--- config.mk ---
export PLATFORM = sky130hd
export DESIGN_NAME = serial_bus_byte_listener_core_flat
export DESIGN_NICKNAME = d
export VERILOG_FILES = /design/src/rtl/sbl_pkg.sv /design/src/rtl/sbl_if.sv /design/src/rtl/sbl_apb_regs.sv /design/src/rtl/sbl_handshake.sv /design/src/rtl/serial_bus_byte_listener_core.sv /design/src/flat_wrapper.sv
export SDC_FILE = /design/constraint.sdc
export NUM_CORES = 1
export LEC_CHECK = 0
export BUFFER_PORTS_ARGS = -buffer_cell sky130_fd_sc_hd__clkbuf_2
export CORE_ASPECT_RATIO = 1.75
export CORE_MARGIN = 8
export CORE_UTILIZATION = 30
export DETAILED_ROUTE_END_ITERATION = 10
export HOLD_SLACK_MARGIN = 0.06
export SETUP_SLACK_MARGIN = 0.1
export SLEW_MARGIN = 15
export SYNTH_ARGS = -nofsm -noshare
export SYNTH_HDL_FRONTEND = slang
export SYNTH_SLANG_ARGS = --single-unit
--- constraint.sdc ---
create_clock -name clk -period 5.9 [get_ports clk]
set_input_delay 0.59 -clock clk [delete_from_list [all_inputs] [get_ports clk]]
set_output_delay 0.59 -clock clk [all_outputs]
set_load 0.01 [all_outputs]
--- src/rtl/sbl_pkg.sv ---
// Shared types and constants for the serial bus byte listener.
`timescale 1ns / 1ps
`default_nettype none

package sbl_pkg;

	// Payload field widths
	localparam int ELAPSED_W = 8;
	localparam int BYTE_W    = 8;
	localparam int CFG_W     = 16;
	localparam int BITCNT_W  = 4;

	// APB port geometry
	localparam int PADDR_W = 3;
	localparam int PDATA_W = 32;

	// Register index, taken from paddr[2]
	localparam logic REG_EOI_TIMEOUT = 1'b0;
	localparam logic REG_ACK_TIMEOUT = 1'b1;

	// Register reset values
	localparam logic [CFG_W-1:0] EOI_TIMEOUT_RST = 16'd160;
	localparam logic [CFG_W-1:0] ACK_TIMEOUT_RST = 16'd200;

	// Bits per byte on the bus
	localparam logic [BITCNT_W-1:0] BITS_PER_BYTE = 4'd8;

	// Handshake phases
	typedef enum logic [5:0] {
		PH_IDLE           = 6'b000001,
		PH_READY_TO_SEND  = 6'b000010,
		PH_READY_FOR_DATA = 6'b000100,
		PH_EOI_ACK        = 6'b001000,
		PH_BITS           = 6'b010000,
		PH_FRAME_ACK      = 6'b100000
	} phase_t;

	// Configuration register contents
	typedef struct packed {
		logic [CFG_W-1:0] eoi_timeout;
		logic [CFG_W-1:0] ack_timeout;
	} cfg_t;

	// One bus tick
	typedef struct packed {
		logic [ELAPSED_W-1:0] elapsed_time;
		logic                 clock_line;
		logic                 data_line_others;
	} tick_t;

	// One result
	typedef struct packed {
		logic              data_drive;
		logic              byte_valid;
		logic [BYTE_W-1:0] byte_value;
		logic              last_byte;
	} result_t;

endpackage : sbl_pkg

`default_nettype wire

--- src/rtl/sbl_if.sv ---
// Valid/ready channel interfaces for bus ticks and listener results.
`timescale 1ns / 1ps
`default_nettype none

interface sbl_tick_if;
	logic                           valid;
	logic                           ready;
	logic [sbl_pkg::ELAPSED_W-1:0]  elapsed_time;
	logic                           clock_line;
	logic                           data_line_others;

	modport source (output valid, elapsed_time, clock_line, data_line_others, input ready);
	modport sink   (input valid, elapsed_time, clock_line, data_line_others, output ready);
endinterface : sbl_tick_if

interface sbl_result_if;
	logic                        valid;
	logic                        ready;
	logic                        data_drive;
	logic                        byte_valid;
	logic [sbl_pkg::BYTE_W-1:0]  byte_value;
	logic                        last_byte;

	modport source (output valid, data_drive, byte_valid, byte_value, last_byte, input ready);
	modport sink   (input valid, data_drive, byte_valid, byte_value, last_byte, output ready);
endinterface : sbl_result_if

`default_nettype wire

--- src/rtl/sbl_apb_regs.sv ---
// APB register file holding the EOI and acknowledge timeouts.
`timescale 1ns / 1ps
`default_nettype none

module sbl_apb_regs (
	input  wire logic                          clk,
	input  wire logic                          arst_n,
	input  wire logic                          psel,
	input  wire logic                          penable,
	input  wire logic                          pwrite,
	input  wire logic [sbl_pkg::PADDR_W-1:0]   paddr,
	input  wire logic [sbl_pkg::PDATA_W-1:0]   pwdata,
	output logic      [sbl_pkg::PDATA_W-1:0]   prdata,
	output logic                               pready,
	output sbl_pkg::cfg_t                      cfg
);
	import sbl_pkg::*;

	logic [CFG_W-1:0] eoi_timeout_q;
	logic [CFG_W-1:0] ack_timeout_q;
	logic             wr_en;
	logic             reg_sel;

	assign pready  = 1'b1;
	assign wr_en   = psel && penable && pwrite;
	assign reg_sel = paddr[2];

	// Register writes on the access phase
	always_ff @(posedge clk or negedge arst_n) begin
		if (!arst_n) begin
			eoi_timeout_q <= EOI_TIMEOUT_RST;
			ack_timeout_q <= ACK_TIMEOUT_RST;
		end else if (wr_en) begin
			if (reg_sel == REG_EOI_TIMEOUT) begin
				eoi_timeout_q <= pwdata[CFG_W-1:0];
			end else begin
				ack_timeout_q <= pwdata[CFG_W-1:0];
			end
		end
	end

	// Read mux
	always_comb begin
		if (reg_sel == REG_EOI_TIMEOUT) begin
			prdata = PDATA_W'(eoi_timeout_q);
		end else begin
			prdata = PDATA_W'(ack_timeout_q);
		end
	end

	assign cfg.eoi_timeout = eoi_timeout_q;
	assign cfg.ack_timeout = ack_timeout_q;

endmodule : sbl_apb_regs

`default_nettype wire

--- src/rtl/sbl_handshake.sv ---
// Listener handshake state machine: timer, bit gathering and data drive.
`timescale 1ns / 1ps
`default_nettype none

module sbl_handshake #(
	parameter int TIMER_WIDTH = 16
) (
	input  wire logic              clk,
	input  wire logic              arst_n,
	input  wire logic              step,
	input  wire sbl_pkg::tick_t    tick,
	input  wire sbl_pkg::cfg_t     cfg,
	output sbl_pkg::result_t       result
);
	import sbl_pkg::*;

	localparam int CMP_W = (TIMER_WIDTH > CFG_W) ? TIMER_WIDTH : CFG_W;

	// Handshake state
	phase_t                  phase_q;
	logic [TIMER_WIDTH-1:0]  timer_q;
	logic [BITCNT_W-1:0]     bit_count_q;
	logic [BYTE_W-1:0]       shift_q;
	logic                    prev_clock_q;
	logic                    eoi_flag_q;
	logic                    own_data_q;

	// Next state
	phase_t                  phase_d;
	logic [TIMER_WIDTH-1:0]  timer_d;
	logic [BITCNT_W-1:0]     bit_count_d;
	logic [BYTE_W-1:0]       shift_d;
	logic                    prev_clock_d;
	logic                    eoi_flag_d;
	logic                    own_data_d;
	logic                    byte_valid;
	logic [BYTE_W-1:0]       byte_value;

	logic [TIMER_WIDTH:0]    timer_sum;
	logic [TIMER_WIDTH-1:0]  timer_sat;
	logic                    eoi_expired;
	logic                    ack_expired;
	logic [BITCNT_W-1:0]     bit_count_inc;

	// Saturating timer and timeout compares
	assign timer_sum   = {1'b0, timer_q} + (TIMER_WIDTH+1)'(tick.elapsed_time);
	assign timer_sat   = timer_sum[TIMER_WIDTH] ? '1 : timer_sum[TIMER_WIDTH-1:0];
	assign eoi_expired = CMP_W'(timer_sat) > CMP_W'(cfg.eoi_timeout);
	assign ack_expired = CMP_W'(timer_sat) > CMP_W'(cfg.ack_timeout);
	assign bit_count_inc = bit_count_q + BITCNT_W'(1);

	// Phase transitions for one tick
	always_comb begin
		phase_d      = phase_q;
		timer_d      = timer_sat;
		bit_count_d  = bit_count_q;
		shift_d      = shift_q;
		prev_clock_d = prev_clock_q;
		eoi_flag_d   = eoi_flag_q;
		own_data_d   = own_data_q;
		byte_valid   = 1'b0;
		byte_value   = '0;

		case (phase_q)
			PH_READY_TO_SEND: begin
				if (!tick.clock_line) begin
					own_data_d = 1'b0;
					phase_d    = PH_READY_FOR_DATA;
					timer_d    = '0;
					eoi_flag_d = 1'b0;
				end
			end
			PH_READY_FOR_DATA: begin
				if (tick.clock_line) begin
					phase_d      = PH_BITS;
					bit_count_d  = '0;
					shift_d      = '0;
					prev_clock_d = 1'b1;
				end else if (!eoi_flag_q && eoi_expired) begin
					eoi_flag_d = 1'b1;
					own_data_d = 1'b1;
					phase_d    = PH_EOI_ACK;
					timer_d    = '0;
				end
			end
			PH_EOI_ACK: begin
				if (ack_expired) begin
					own_data_d = 1'b0;
					phase_d    = PH_READY_FOR_DATA;
					timer_d    = '0;
				end
			end
			PH_BITS: begin
				// Sample on clock release; released data reads as one
				if (prev_clock_q && !tick.clock_line) begin
					bit_count_d = bit_count_inc;
					shift_d     = {~(own_data_q | tick.data_line_others), shift_q[BYTE_W-1:1]};
					if (bit_count_inc == BITS_PER_BYTE) begin
						bit_count_d = '0;
						phase_d     = PH_FRAME_ACK;
						timer_d     = '0;
					end
				end
				prev_clock_d = tick.clock_line;
			end
			PH_FRAME_ACK: begin
				if (tick.clock_line) begin
					own_data_d = 1'b1;
					if (ack_expired) begin
						timer_d    = '0;
						phase_d    = PH_IDLE;
						byte_valid = 1'b1;
						byte_value = shift_q;
					end
				end
			end
			default: begin
				// Idle: talker asserts clock, answer with data held
				if (tick.clock_line) begin
					own_data_d = 1'b1;
					phase_d    = PH_READY_TO_SEND;
				end
			end
		endcase
	end

	// State registers, advanced once per processed tick
	always_ff @(posedge clk or negedge arst_n) begin
		if (!arst_n) begin
			phase_q      <= PH_IDLE;
			timer_q      <= '0;
			bit_count_q  <= '0;
			shift_q      <= '0;
			prev_clock_q <= 1'b1;
			eoi_flag_q   <= 1'b0;
			own_data_q   <= 1'b0;
		end else if (step) begin
			phase_q      <= phase_d;
			timer_q      <= timer_d;
			bit_count_q  <= bit_count_d;
			shift_q      <= shift_d;
			prev_clock_q <= prev_clock_d;
			eoi_flag_q   <= eoi_flag_d;
			own_data_q   <= own_data_d;
		end
	end

	assign result.data_drive = own_data_d;
	assign result.byte_valid = byte_valid;
	assign result.byte_value = byte_value;
	assign result.last_byte  = eoi_flag_d;

	// Checks
	a_phase_onehot: assert property (@(posedge clk) disable iff (!arst_n)
		$onehot(phase_q))
		else $error("handshake phase lost its one-hot code");

	a_bit_count_range: assert property (@(posedge clk) disable iff (!arst_n)
		bit_count_q < BITS_PER_BYTE)
		else $error("bit count reached a full byte without wrapping");

	a_byte_to_idle: assert property (@(posedge clk) disable iff (!arst_n)
		step && byte_valid |=> phase_q == PH_IDLE && own_data_q && timer_q == '0)
		else $error("completed byte did not return to idle with data held");

	a_eoi_ack_drives: assert property (@(posedge clk) disable iff (!arst_n)
		phase_q == PH_EOI_ACK |-> own_data_q && eoi_flag_q)
		else $error("EOI acknowledge without own data drive");

	a_rfd_entry: assert property (@(posedge clk) disable iff (!arst_n)
		step && phase_q == PH_READY_TO_SEND && !tick.clock_line
		|=> phase_q == PH_READY_FOR_DATA && !eoi_flag_q && !own_data_q)
		else $error("ready-for-data entered with stale EOI or data drive");

endmodule : sbl_handshake

`default_nettype wire

--- src/rtl/serial_bus_byte_listener_core.sv ---
// Serial bus byte listener: top level with tick pipeline and APB registers.
//
// Usage:
//   tick   : one bus time tick per transfer (elapsed_time, clock_line,
//            data_line_others). The block listens on a wired-OR clock/data
//            bus and drives only its own data line.
//   result : one transfer per tick: data_drive, byte_valid, byte_value,
//            last_byte (EOI seen for the current byte).
//   APB    : eoi_timeout at 0x0, ack_timeout at 0x4; write only while idle.
// Timing:
//   A tick is captured in the input stage, processed in one pass through
//   the handshake logic and lands in the result register, from which its
//   result is offered. One tick per cycle is sustained while result.ready
//   stays high; the state update of each tick is a loop through the
//   handshake state registers.
// Reset: arst_n clears both stages and returns the handshake to idle with
//   the timeouts at 160 and 200.
// Stall: when result.ready is low the result register holds; the input
//   stage takes one more tick only if it is empty, then tick.ready drops
//   until the result is taken.
`timescale 1ns / 1ps
`default_nettype none

module serial_bus_byte_listener_core #(
	parameter int TIMER_WIDTH = 16
) (
	input  wire logic                          clk,
	input  wire logic                          arst_n,
	sbl_tick_if.sink                           tick,
	sbl_result_if.source                       result,
	input  wire logic                          psel,
	input  wire logic                          penable,
	input  wire logic                          pwrite,
	input  wire logic [sbl_pkg::PADDR_W-1:0]   paddr,
	input  wire logic [sbl_pkg::PDATA_W-1:0]   pwdata,
	output logic      [sbl_pkg::PDATA_W-1:0]   prdata,
	output logic                               pready
);
	import sbl_pkg::*;

	cfg_t    cfg;
	tick_t   tick_s1;
	logic    valid_s1;
	result_t res_comb;
	result_t res_s2;
	logic    valid_s2;
	logic    advance;
	logic    step;

	// Configuration registers
	sbl_apb_regs u_regs (
		.clk     (clk),
		.arst_n  (arst_n),
		.psel    (psel),
		.penable (penable),
		.pwrite  (pwrite),
		.paddr   (paddr),
		.pwdata  (pwdata),
		.prdata  (prdata),
		.pready  (pready),
		.cfg     (cfg)
	);

	// Flow control: result slot free or being drained
	assign advance    = !valid_s2 || result.ready;
	assign step       = valid_s1 && advance;
	assign tick.ready = !valid_s1 || advance;

	// Input stage
	always_ff @(posedge clk or negedge arst_n) begin
		if (!arst_n) begin
			valid_s1 <= 1'b0;
		end else if (tick.ready) begin
			valid_s1 <= tick.valid;
		end
	end

	always_ff @(posedge clk) begin
		if (tick.ready && tick.valid) begin
			tick_s1.elapsed_time     <= tick.elapsed_time;
			tick_s1.clock_line       <= tick.clock_line;
			tick_s1.data_line_others <= tick.data_line_others;
		end
	end

	// Handshake logic
	sbl_handshake #(
		.TIMER_WIDTH (TIMER_WIDTH)
	) u_handshake (
		.clk    (clk),
		.arst_n (arst_n),
		.step   (step),
		.tick   (tick_s1),
		.cfg    (cfg),
		.result (res_comb)
	);

	// Result register
	always_ff @(posedge clk or negedge arst_n) begin
		if (!arst_n) begin
			valid_s2 <= 1'b0;
		end else if (advance) begin
			valid_s2 <= valid_s1;
		end
	end

	always_ff @(posedge clk) begin
		if (step) begin
			res_s2 <= res_comb;
		end
	end

	assign result.valid      = valid_s2;
	assign result.data_drive = res_s2.data_drive;
	assign result.byte_valid = res_s2.byte_valid;
	assign result.byte_value = res_s2.byte_value;
	assign result.last_byte  = res_s2.last_byte;

endmodule : serial_bus_byte_listener_core

`default_nettype wire
--- src/flat_wrapper.sv ---
// flat-port wrapper written by rule: the top's interface ports become plain ports
module serial_bus_byte_listener_core_flat import sbl_pkg::*;
#(
	parameter int TIMER_WIDTH = 16
)
  (clk, arst_n, psel, penable, pwrite, paddr, pwdata, prdata, pready, tick_valid, tick_elapsed_time, tick_clock_line, tick_data_line_others, tick_ready, result_valid, result_data_drive, result_byte_valid, result_byte_value, result_last_byte, result_ready);
  sbl_tick_if tick_i ();
  sbl_result_if result_i ();
  input  wire logic clk;
  input  wire logic arst_n;
  input  wire logic psel;
  input  wire logic penable;
  input  wire logic pwrite;
  input  wire logic [sbl_pkg::PADDR_W-1:0] paddr;
  input  wire logic [sbl_pkg::PDATA_W-1:0] pwdata;
  output logic      [sbl_pkg::PDATA_W-1:0] prdata;
  output logic pready;
  input wire logic [$bits(tick_i.valid)-1:0] tick_valid;
  input wire logic [$bits(tick_i.elapsed_time)-1:0] tick_elapsed_time;
  input wire logic [$bits(tick_i.clock_line)-1:0] tick_clock_line;
  input wire logic [$bits(tick_i.data_line_others)-1:0] tick_data_line_others;
  output wire logic [$bits(tick_i.ready)-1:0] tick_ready;
  output wire logic [$bits(result_i.valid)-1:0] result_valid;
  output wire logic [$bits(result_i.data_drive)-1:0] result_data_drive;
  output wire logic [$bits(result_i.byte_valid)-1:0] result_byte_valid;
  output wire logic [$bits(result_i.byte_value)-1:0] result_byte_value;
  output wire logic [$bits(result_i.last_byte)-1:0] result_last_byte;
  input wire logic [$bits(result_i.ready)-1:0] result_ready;
  assign tick_i.valid = tick_valid;
  assign tick_i.elapsed_time = tick_elapsed_time;
  assign tick_i.clock_line = tick_clock_line;
  assign tick_i.data_line_others = tick_data_line_others;
  assign tick_ready = tick_i.ready;
  assign result_valid = result_i.valid;
  assign result_data_drive = result_i.data_drive;
  assign result_byte_valid = result_i.byte_valid;
  assign result_byte_value = result_i.byte_value;
  assign result_last_byte = result_i.last_byte;
  assign result_i.ready = result_ready;
  serial_bus_byte_listener_core #(.TIMER_WIDTH(TIMER_WIDTH)) u_core (.clk(clk), .arst_n(arst_n), .tick(tick_i), .result(result_i), .psel(psel), .penable(penable), .pwrite(pwrite), .paddr(paddr), .pwdata(pwdata), .prdata(prdata), .pready(pready));
endmodule
Yosys cells after proc, flatten, opt, wreduce, memory -nomap -nowiden
Index checks and enable logic that the tools add are counted.
- output and inout port bits: 46
- logic and storage cells: 100
- register bits after elaboration: 92
- input port bits: 52
- $lt $le $gt $ge: 2
- equal/unequal tests: 14
- reductions and logical operators: 21
- mux-type cells: 40
- bitwise gates (word level): 3
- add/subtract/negate cells: 2
- operator list (kind ; number):
    $mux 16 ; 9
    $pmux 16 s5 ; 1
    $mux 6 ; 9
    $gt 16x16->1 ; 2
    $pmux 6 s5 ; 1
    $add 16x8->17 ; 1
    $mux 8 ; 2
    $pmux 8 s2 ; 1
    $mux 4 ; 3
    $mux 1 ; 10
    $ne 2x2->1 const B ; 5
    $reduce_and 9->1 ; 1
    $pmux 4 s2 ; 1
    $eq 6x2->1 const B ; 1
    $eq 6x3->1 const B ; 1
    $eq 6x4->1 const B ; 1
    $eq 6x5->1 const B ; 1
    $eq 6x6->1 const B ; 1
    $logic_and 1x1->1 ; 6
    $reduce_and 2->1 ; 3
    $reduce_and 3->1 ; 2
    $reduce_bool 5->1 ; 1
    $add 4x1->4 const B ; 1
    $eq 4x4->1 const B ; 1
    10 further kinds ; 17

Depth between registers and ports, before layout
Gate-level depths: netlist (run 1).
- depth in word-level cells: 7
- gate-level depth with buffers: 18
- gate-level depth less buffers: 17

Modules after synthesis
Synthesis (run 1) repeated with hierarchy kept, for this count alone.
- cell total of the unflattened synthesis: 543
- area, all modules: 5691.7 um^2
- modules (own cells, without submodules) (module ; seq. area each (um^2) ; cells an instance ; area each (um^2) ; instances):
    sbl_handshake ; 928.4 ; 409 ; 3353.2 ; 1
    sbl_apb_regs ; 807.0 ; 105 ; 1604.0 ; 1
    serial_bus_byte_listener_core ; 680.7 ; 29 ; 734.5 ; 1

Worst setup path before layout (run 1)
Ideal clock, no wire load.
- path type: register to register
- start: reg u_core.u_handshake.timer_q[0]
- end: reg u_core.u_handshake.phase_q[5]
- setup time: 0.125 ns
- buffers on the path: 1
- arrival time: 4.501 ns
- period minus slack after synthesis: 4.626 ns
- slack: 1.274 ns
- required time: 5.775 ns
- stages on the path, launching flop included: 17
- cells stage by stage: dfrtp_1 > ha_1 > fa_1 > a21o_1 > a2111oi_0 > o21ai_1 > and3_1 > clkbuf_1 > or2_1 > ha_1 > nor2b_1 > o211ai_1 > a2111o_1 > and3_1 > o221a_2 > a2111o_1 > mux2_4
- word-level cells in the longest chain between the ends: 6
- elaborated cells on any way between the ends: 9
- classes of those cells: 1 x add/sub; 2 x order compare; 3 x eq/ne; 1 x mux; 2 x reduce/logical
- RTL lines (what ; line ; RTL):
    start, declared ; sbl_handshake.sv:21 ; logic [TIMER_WIDTH-1:0] timer_q;
    start signal, assigned ; sbl_handshake.sv:139 ; timer_q <= timer_d;
    $add 16x8->17 * ; sbl_handshake.sv:46 ; assign timer_sum = {1'b0, timer_q} + (TIMER_WIDTH+1)'(tick.elapsed_time);
    $mux 16 * ; sbl_handshake.sv:47 ; assign timer_sat = timer_sum[TIMER_WIDTH] ? '1 : timer_sum[TIMER_WIDTH-1:0];
    $gt 16x16->1 ; sbl_handshake.sv:48 ; assign eoi_expired = CMP_W'(timer_sat) > CMP_W'(cfg.eoi_timeout);
    $logic_and 1x1->1 ; sbl_handshake.sv:79 ; end else if (!eoi_flag_q && eoi_expired) begin
    $ne 3x2->1 (no source line) ; - ;
    $reduce_and 9->1 (no source line) * ; - ;
    end signal, assigned ; sbl_handshake.sv:138 ; phase_q <= phase_d;
    end, declared ; sbl_handshake.sv:20 ; phase_t phase_q;
Mark *: on every way between the ends. The rest lies on a longest branch, timed or not.
A chain may end at the register's enable or synchronous reset.

Final worst setup path (run 1)
Ends and elaborated chain as after synthesis.

==> impl_metrics.toml, run 1 <==
[status]
status = "finished clean"

[setup_path]
slowest_delay_ps = 580
path_cells = "ha_1, fa_1, a21o_1, a2111oi_0, o21ai_1, and3_1, or2_2, ha_1, nand3_1, nor4_2, o21ai_1, a31oi_2, o211ai_1, a2111o_1, mux2_4"
reg2reg_from = "u_core.u_handshake.timer_q[0]"
worstSetupPathDepth = 15
endpoint_kind = "flip-flop"
r2r_slack_ps = 660
r2r_cells = 15
cp_slowest_cell = "a2111oi_0"
crit_arrival_ps = 5480
cp_num_buf_inv = 0
crit_family = "compound AO/OA/AOI/OAI gates"
crit_type = "flip-flop to flip-flop"
worst_r2r_endpoint = "u_core.u_handshake.phase_q[5]"
critPathLaunchType = "flip-flop"
required_ps = 6130
cp_max_fo = 11

[routing]
post_drt_wl_per_cell_um = 15.1
route.detailed.drc = 0
wl_um = 12900
drtPass1Iterations = 5
drt-vias-per-instance = 4.75
first_iter_violations = 141
drtAntennaViolNets = 0
vias = 4051

[placed_design]
portBuffers = 62
hpwl_um = 9940
gp_congestion = 0.820

[hold_path]
hold_path_class = "primary input to flip-flop"
whs_path_depth = 1
min_from = "tick_elapsed_time[4]"
whs_endpoint = "u_core.tick_s1[6]"

[grt]
grt_pass1_vias = 4194
antenna_found_initial = 0
grt_pass1_wl_um = 21100
grt_max_degree = 72
grt.total_usage = 0.116
overflow = 0

[sta]
hold_violations = 0
fmax_ghz = 0.191
tns_ps = 0
slew_headroom = 0.294
slew_viol_final = 0
skew_ps = 10.1
setup_viol = 0
grt_setup_unrepaired = "false"
fin_crit_ps = 5240
worst_pin_slew_ps = 1050
fin_crit_sh = 0.888

[floorplan]
die_h_um = 194
io_pins = 98
fp.dieW_um = 118
design.die.area_um2 = 22800
rows = 65
initial_core_util = 0.304
core_area_um2 = 17900

[power_and_ir_drop]
power.static_leakage_nw = 2.86
power_density_nw_per_um2 = 396
p_total_w = 0.00246
ir_drop_mv = 0.173

[cells_and_area]
mostFrequentLayoutCells = "86 x nand2_1, 64 x dfrtp_1, 61 x clkbuf_2, 45 x inv_1, 42 x ha_1"
fin_nets = 708
layout_commonest_cell = "nand2_1"
drive_gt1_frac = 0.212
antennaDiodeCount = 0
fill_cells = 1887
area_growth_pct = 14.0
final_util = 0.346

[cts]
clock_latency_ps = 350
path_clk_slew_ps = 70
ctsResizeCount = 0
htreeDepth = 3
cts.sinks = 92
clockBufferDepth = 2
cts_hold_buffers = 0
cts_setup_buffers = 0
cts_tree = "built"
cts_made_buffers = 9
root_buffer = "clkbuf_16"

[synthesis]
ys_warn_count = 0
dominantRegCellSynth = "dfrtp_1"
syn_area_um2 = 5430
synth_area_per_cell_um2 = 9.79
synthCells = 555
async_reset_ff_frac = 0.772
synth_edf_count = 21
ys_seq_elements = 92
synth_seq_area_share = 0.445
yosys.cell_types.count = 61

[run]
cap_violations = 0
[per-layer routing]
layer / global-route usage / vias to the layer above / wire, um
li1: - / 2035 / -
met4: 0.0573 / 0 / 318
met1: 0.111 / 1951 / 4730
met3: 0.0236 / 10 / 370
met2: 0.228 / 55 / 7450
met5: 0 / - / 0
[cell usage after synthesis, drive strengths merged, types with 5 or more instances]
cell type,instances,share of area
o21ai,55,0.051
o211ai,5,0.0069
a21oi,19,0.018
nand2,86,0.059
nand2b,12,0.014
mux2,35,0.074
a21o,5,0.0069
nand4,9,0.010
and2,14,0.016
o31ai,6,0.0083
mux2i,5,0.0092
xnor2,6,0.0097
dfstp,7,0.034
edfxtp,21,0.12
inv,46,0.032
a31oi,5,0.0069
nand3,9,0.0083
and3,6,0.0069
nor2,13,0.0090
buf,18,0.024
dfrtp,64,0.29
clkbuf,15,0.010
ha,42,0.097
[worst reg2reg max path: stages, from the launching register on]
cell and delay [ps]:
dfrtp_1 390, ha_1 240, fa_1 420, a21o_1 210, a2111oi_0 580, o21ai_1 300, and3_1 360, or2_2 400
ha_1 340, nand3_1 110, nor4_2 270, o21ai_1 120, a31oi_2 320, o211ai_1 180, a2111o_1 540, mux2_4 340
[sequential cells by signal (all words and copies together) (netlist names), 4 cells and up]
register                        cells
u_core.u_handshake.timer_q         16
u_core.u_handshake.shift_q          8
u_core.u_regs.ack_timeout_q        16
u_core.tick_s1                     10
u_core.u_handshake.phase_q          6
u_core.u_regs.eoi_timeout_q        16
u_core.result.byte_value            8
u_core.u_handshake.bit_count_q      4
[area by class of cell]
class	instances	area, um^2	share of cell area
Clock inverter	7	43.8	0.00707
Tap cell	234	293	0.0473
Clock buffer	9	225	0.0364
Multi-Input combinational cell	399	2710	0.438
Sequential cell	92	2420	0.390
Timing Repair Buffer	65	333	0.0537
Inverter	46	173	0.0279
[power breakdown]
group          internal [W]  leakage (nW)  switching (W)  total, W
combinational      0.000418          1.64       0.000632   0.00105
clock              0.000283         0.133       0.000251  0.000535
sequential         0.000783          1.09      0.0000882  0.000871
total               0.00148          2.86       0.000972   0.00246
[logic make-up (layout without fill, tap and decap cells)]
group	Yosys count	count (layout)	share of synthesized area
AO/OA/AOI/OAI	119	119	0.136
XOR/XNOR	8	8	0.0129
adder cells (fa/ha/maj)	43	43	0.100
buffers and inverters	79	127	0.0666
flip-flops	92	92	0.445
multiplexers	40	40	0.0831
other	2	17	0.00138
AND/OR/NAND/NOR	172	172	0.155
[worst max-delay path by stage]
stage	slack (ps)	end	start
after floorplan	1270	u_core.u_handshake.phase_q[5]	u_core.u_handshake.timer_q[0]
after global placement	650	u_core.u_handshake.phase_q[5]	u_core.u_handshake.timer_q[0]
after detailed placement	640	u_core.u_handshake.phase_q[5]	u_core.u_handshake.timer_q[0]
after CTS	590	u_core.u_handshake.phase_q[5]	u_core.u_handshake.timer_q[0]
after global routing	240	u_core.u_handshake.phase_q[3]	u_core.u_handshake.timer_q[0]
final	660	u_core.u_handshake.phase_q[5]	u_core.u_handshake.timer_q[0]
[through the flow]
step,worst slack (ps),hold WS [ps],area [um^2],std cells
after detailed placement,640,431,5930,836
after global placement,645,440,5930,836
after floorplan,1270,294,5490,570
after CTS,594,404,6190,852
after global routing,240,404,6190,852
final,659,414,6190,852
Power figures use the tool's default switching activity.
==> run 2, diff against run 1 <==
--- a/config.mk
+++ b/config.mk
@@ -5,10 +5,10 @@
 export SDC_FILE = /design/constraint.sdc
 export NUM_CORES = 1
 export LEC_CHECK = 0
-export BUFFER_PORTS_ARGS = -buffer_cell sky130_fd_sc_hd__clkbuf_2
-export CORE_ASPECT_RATIO = 1.75
+export BUFFER_PORTS_ARGS = -buffer_cell sky130_fd_sc_hd__buf_2
+export CORE_ASPECT_RATIO = 1.5
 export CORE_MARGIN = 8
-export CORE_UTILIZATION = 30
+export CORE_UTILIZATION = 25
 export DETAILED_ROUTE_END_ITERATION = 10
 export HOLD_SLACK_MARGIN = 0.06
 export SETUP_SLACK_MARGIN = 0.1
==> run 2 against run 1 <==
Compared with the run above: utilization shrank 5.5 points; global-route usage shrank 1.4 points; largest cell class unchanged; power grew 0.96%; highest routed layer unchanged; flip-flop and latch count is the same.
==> impl_metrics.toml, run 2 (synthesis results as in run 1) <==
[sta]
tns_ps = 0
worst_pin_slew_ps = 1040
hold_violations = 0
skew_ps = 9.86
grt_setup_unrepaired = "false"
slew_viol_final = 0
fin_crit_sh = 0.907
slew_headroom = 0.300
setup_viol = 0
fin_crit_ps = 5350
fmax_ghz = 0.187

[cts]
root_buffer = "clkbuf_16"
cts_hold_buffers = 0
clockBufferDepth = 2
cts_setup_buffers = 0
cts.sinks = 92
clock_latency_ps = 340
path_clk_slew_ps = 70
htreeDepth = 3
cts_made_buffers = 9
ctsResizeCount = 0
cts_tree = "built"

[grt]
grt_pass1_vias = 4143
grt_pass1_wl_um = 21200
antenna_found_initial = 1
grt_max_degree = 57
overflow = 0
grt.total_usage = 0.102

[routing]
vias = 4146
post_drt_wl_per_cell_um = 15.1
route.detailed.drc = 0
drtPass1Iterations = 4
drtAntennaViolNets = 0
wl_um = 13500
drt-vias-per-instance = 4.65
first_iter_violations = 157

[cells_and_area]
fill_cells = 2267
layout_commonest_cell = "nand2_1"
largestRegisters = "u_core.u_handshake.timer_q (16), u_core.u_regs.ack_timeout_q (16), u_core.u_regs.eoi_timeout_q (16)"
fin_nets = 708
layout.cells.non_filler = 891
drive_gt1_frac = 0.209
mostFrequentLayoutCells = "86 x nand2_1, 64 x dfrtp_1, 62 x buf_2, 45 x inv_1, 42 x ha_1"
area_growth_pct = 15.4

[power_and_ir_drop]
power_density_nw_per_um2 = 396
power.static_leakage_nw = 2.86
ir_drop_mv = 0.171

[hold_path]
hold_path_class = "primary input to async pin"

[floorplan]
initial_core_util = 0.252
core_area_um2 = 21600
design.die.area_um2 = 26800
rows = 66
die_h_um = 197
fp.dieW_um = 136
io_pins = 98

[setup_path]
reg2reg_from = "u_core.u_handshake.timer_q[0]"
worstSetupStartpoint = "u_core.u_handshake.timer_q[0]"
required_ps = 6120
crit_type = "flip-flop to flip-flop"
endpoint_kind = "flip-flop"
crit_arrival_ps = 5570
critPathLaunchType = "flip-flop"
cp_max_fo = 11

[placed_design]
portBuffers = 62
dp_cells = 874
hpwl_um = 10300
gp_congestion = 0.867

[run]
cap_violations = 0

[status]
status = "finished clean"
-- run 2: per-layer routing --
metal  vias to the layer above  track usage  wire, um
met1                      2017        0.110      5320
li1                       2041            -         -
met2                        78        0.185      7350
met3                        10       0.0196       457
met4                         0       0.0502       367
met5                         -            0         0
-- run 2: report_power, final --
group | switching, W | internal [W] | leakage, nW
clock | 0.000253 | 0.000327 | 0.139
sequential | 0.0000866 | 0.000782 | 1.09
combinational | 0.000613 | 0.000417 | 1.63
-- run 2: worst paths after layout --
path	depth (start not counted)	to	slack [ps]
setup / recovery	15	u_core.u_handshake.phase_q[3]	550
hold / removal	1	u_core.result.valid	170
setup reg to reg	15	u_core.u_handshake.phase_q[3]	550
hold reg to reg	1	u_core.u_handshake.shift_q[7]	450
max in group asynchronous	2	u_core.u_handshake.phase_q[3]	4620
min in group clk	1	u_core.tick_s1[1]	420
-- run 2: per-stage QoR --
step / area (um^2) / worst slack [ps] / hold slack [ps] / util / total power [W]
floorplan: 5490 / 1270 / 294 / - / 0.00162
global placement: 5970 / 559 / 427 / 0.277 / 0.00190
detailed placement: 5970 / 561 / 430 / 0.277 / 0.00192
CTS: 6260 / 521 / 173 / 0.291 / 0.00252
global route: 6270 / 264 / 196 / 0.291 / 0.00270
finish: 6270 / 549 / 165 / 0.291 / 0.00248
-- run 2: cell type report --
type | count | area [um^2] | area share
tap | 272 | 340 | 0.0543
clock buffer | 9 | 225 | 0.0359
timing repair buffer | 65 | 333 | 0.0531
clock inverter | 7 | 66.3 | 0.0106
sequential | 92 | 2420 | 0.386
multi-input combinational | 399 | 2710 | 0.433
antenna | 1 | 2.50 | 0.000399
inverter | 46 | 173 | 0.0276
-- run 2: critical path, cell delays in order (launching register included) --
cell and delay, ps:
dfrtp_1 390, ha_1 240, fa_1 410, a21o_1 210, a2111oi_0 580, o21ai_1 320, and3_1 380, or2_2 370
ha_1 320, nand3_1 150, nor4_2 330, o21ai_1 130, a31oi_2 320, o211ai_1 180, a2111o_1 550, mux2_4 330
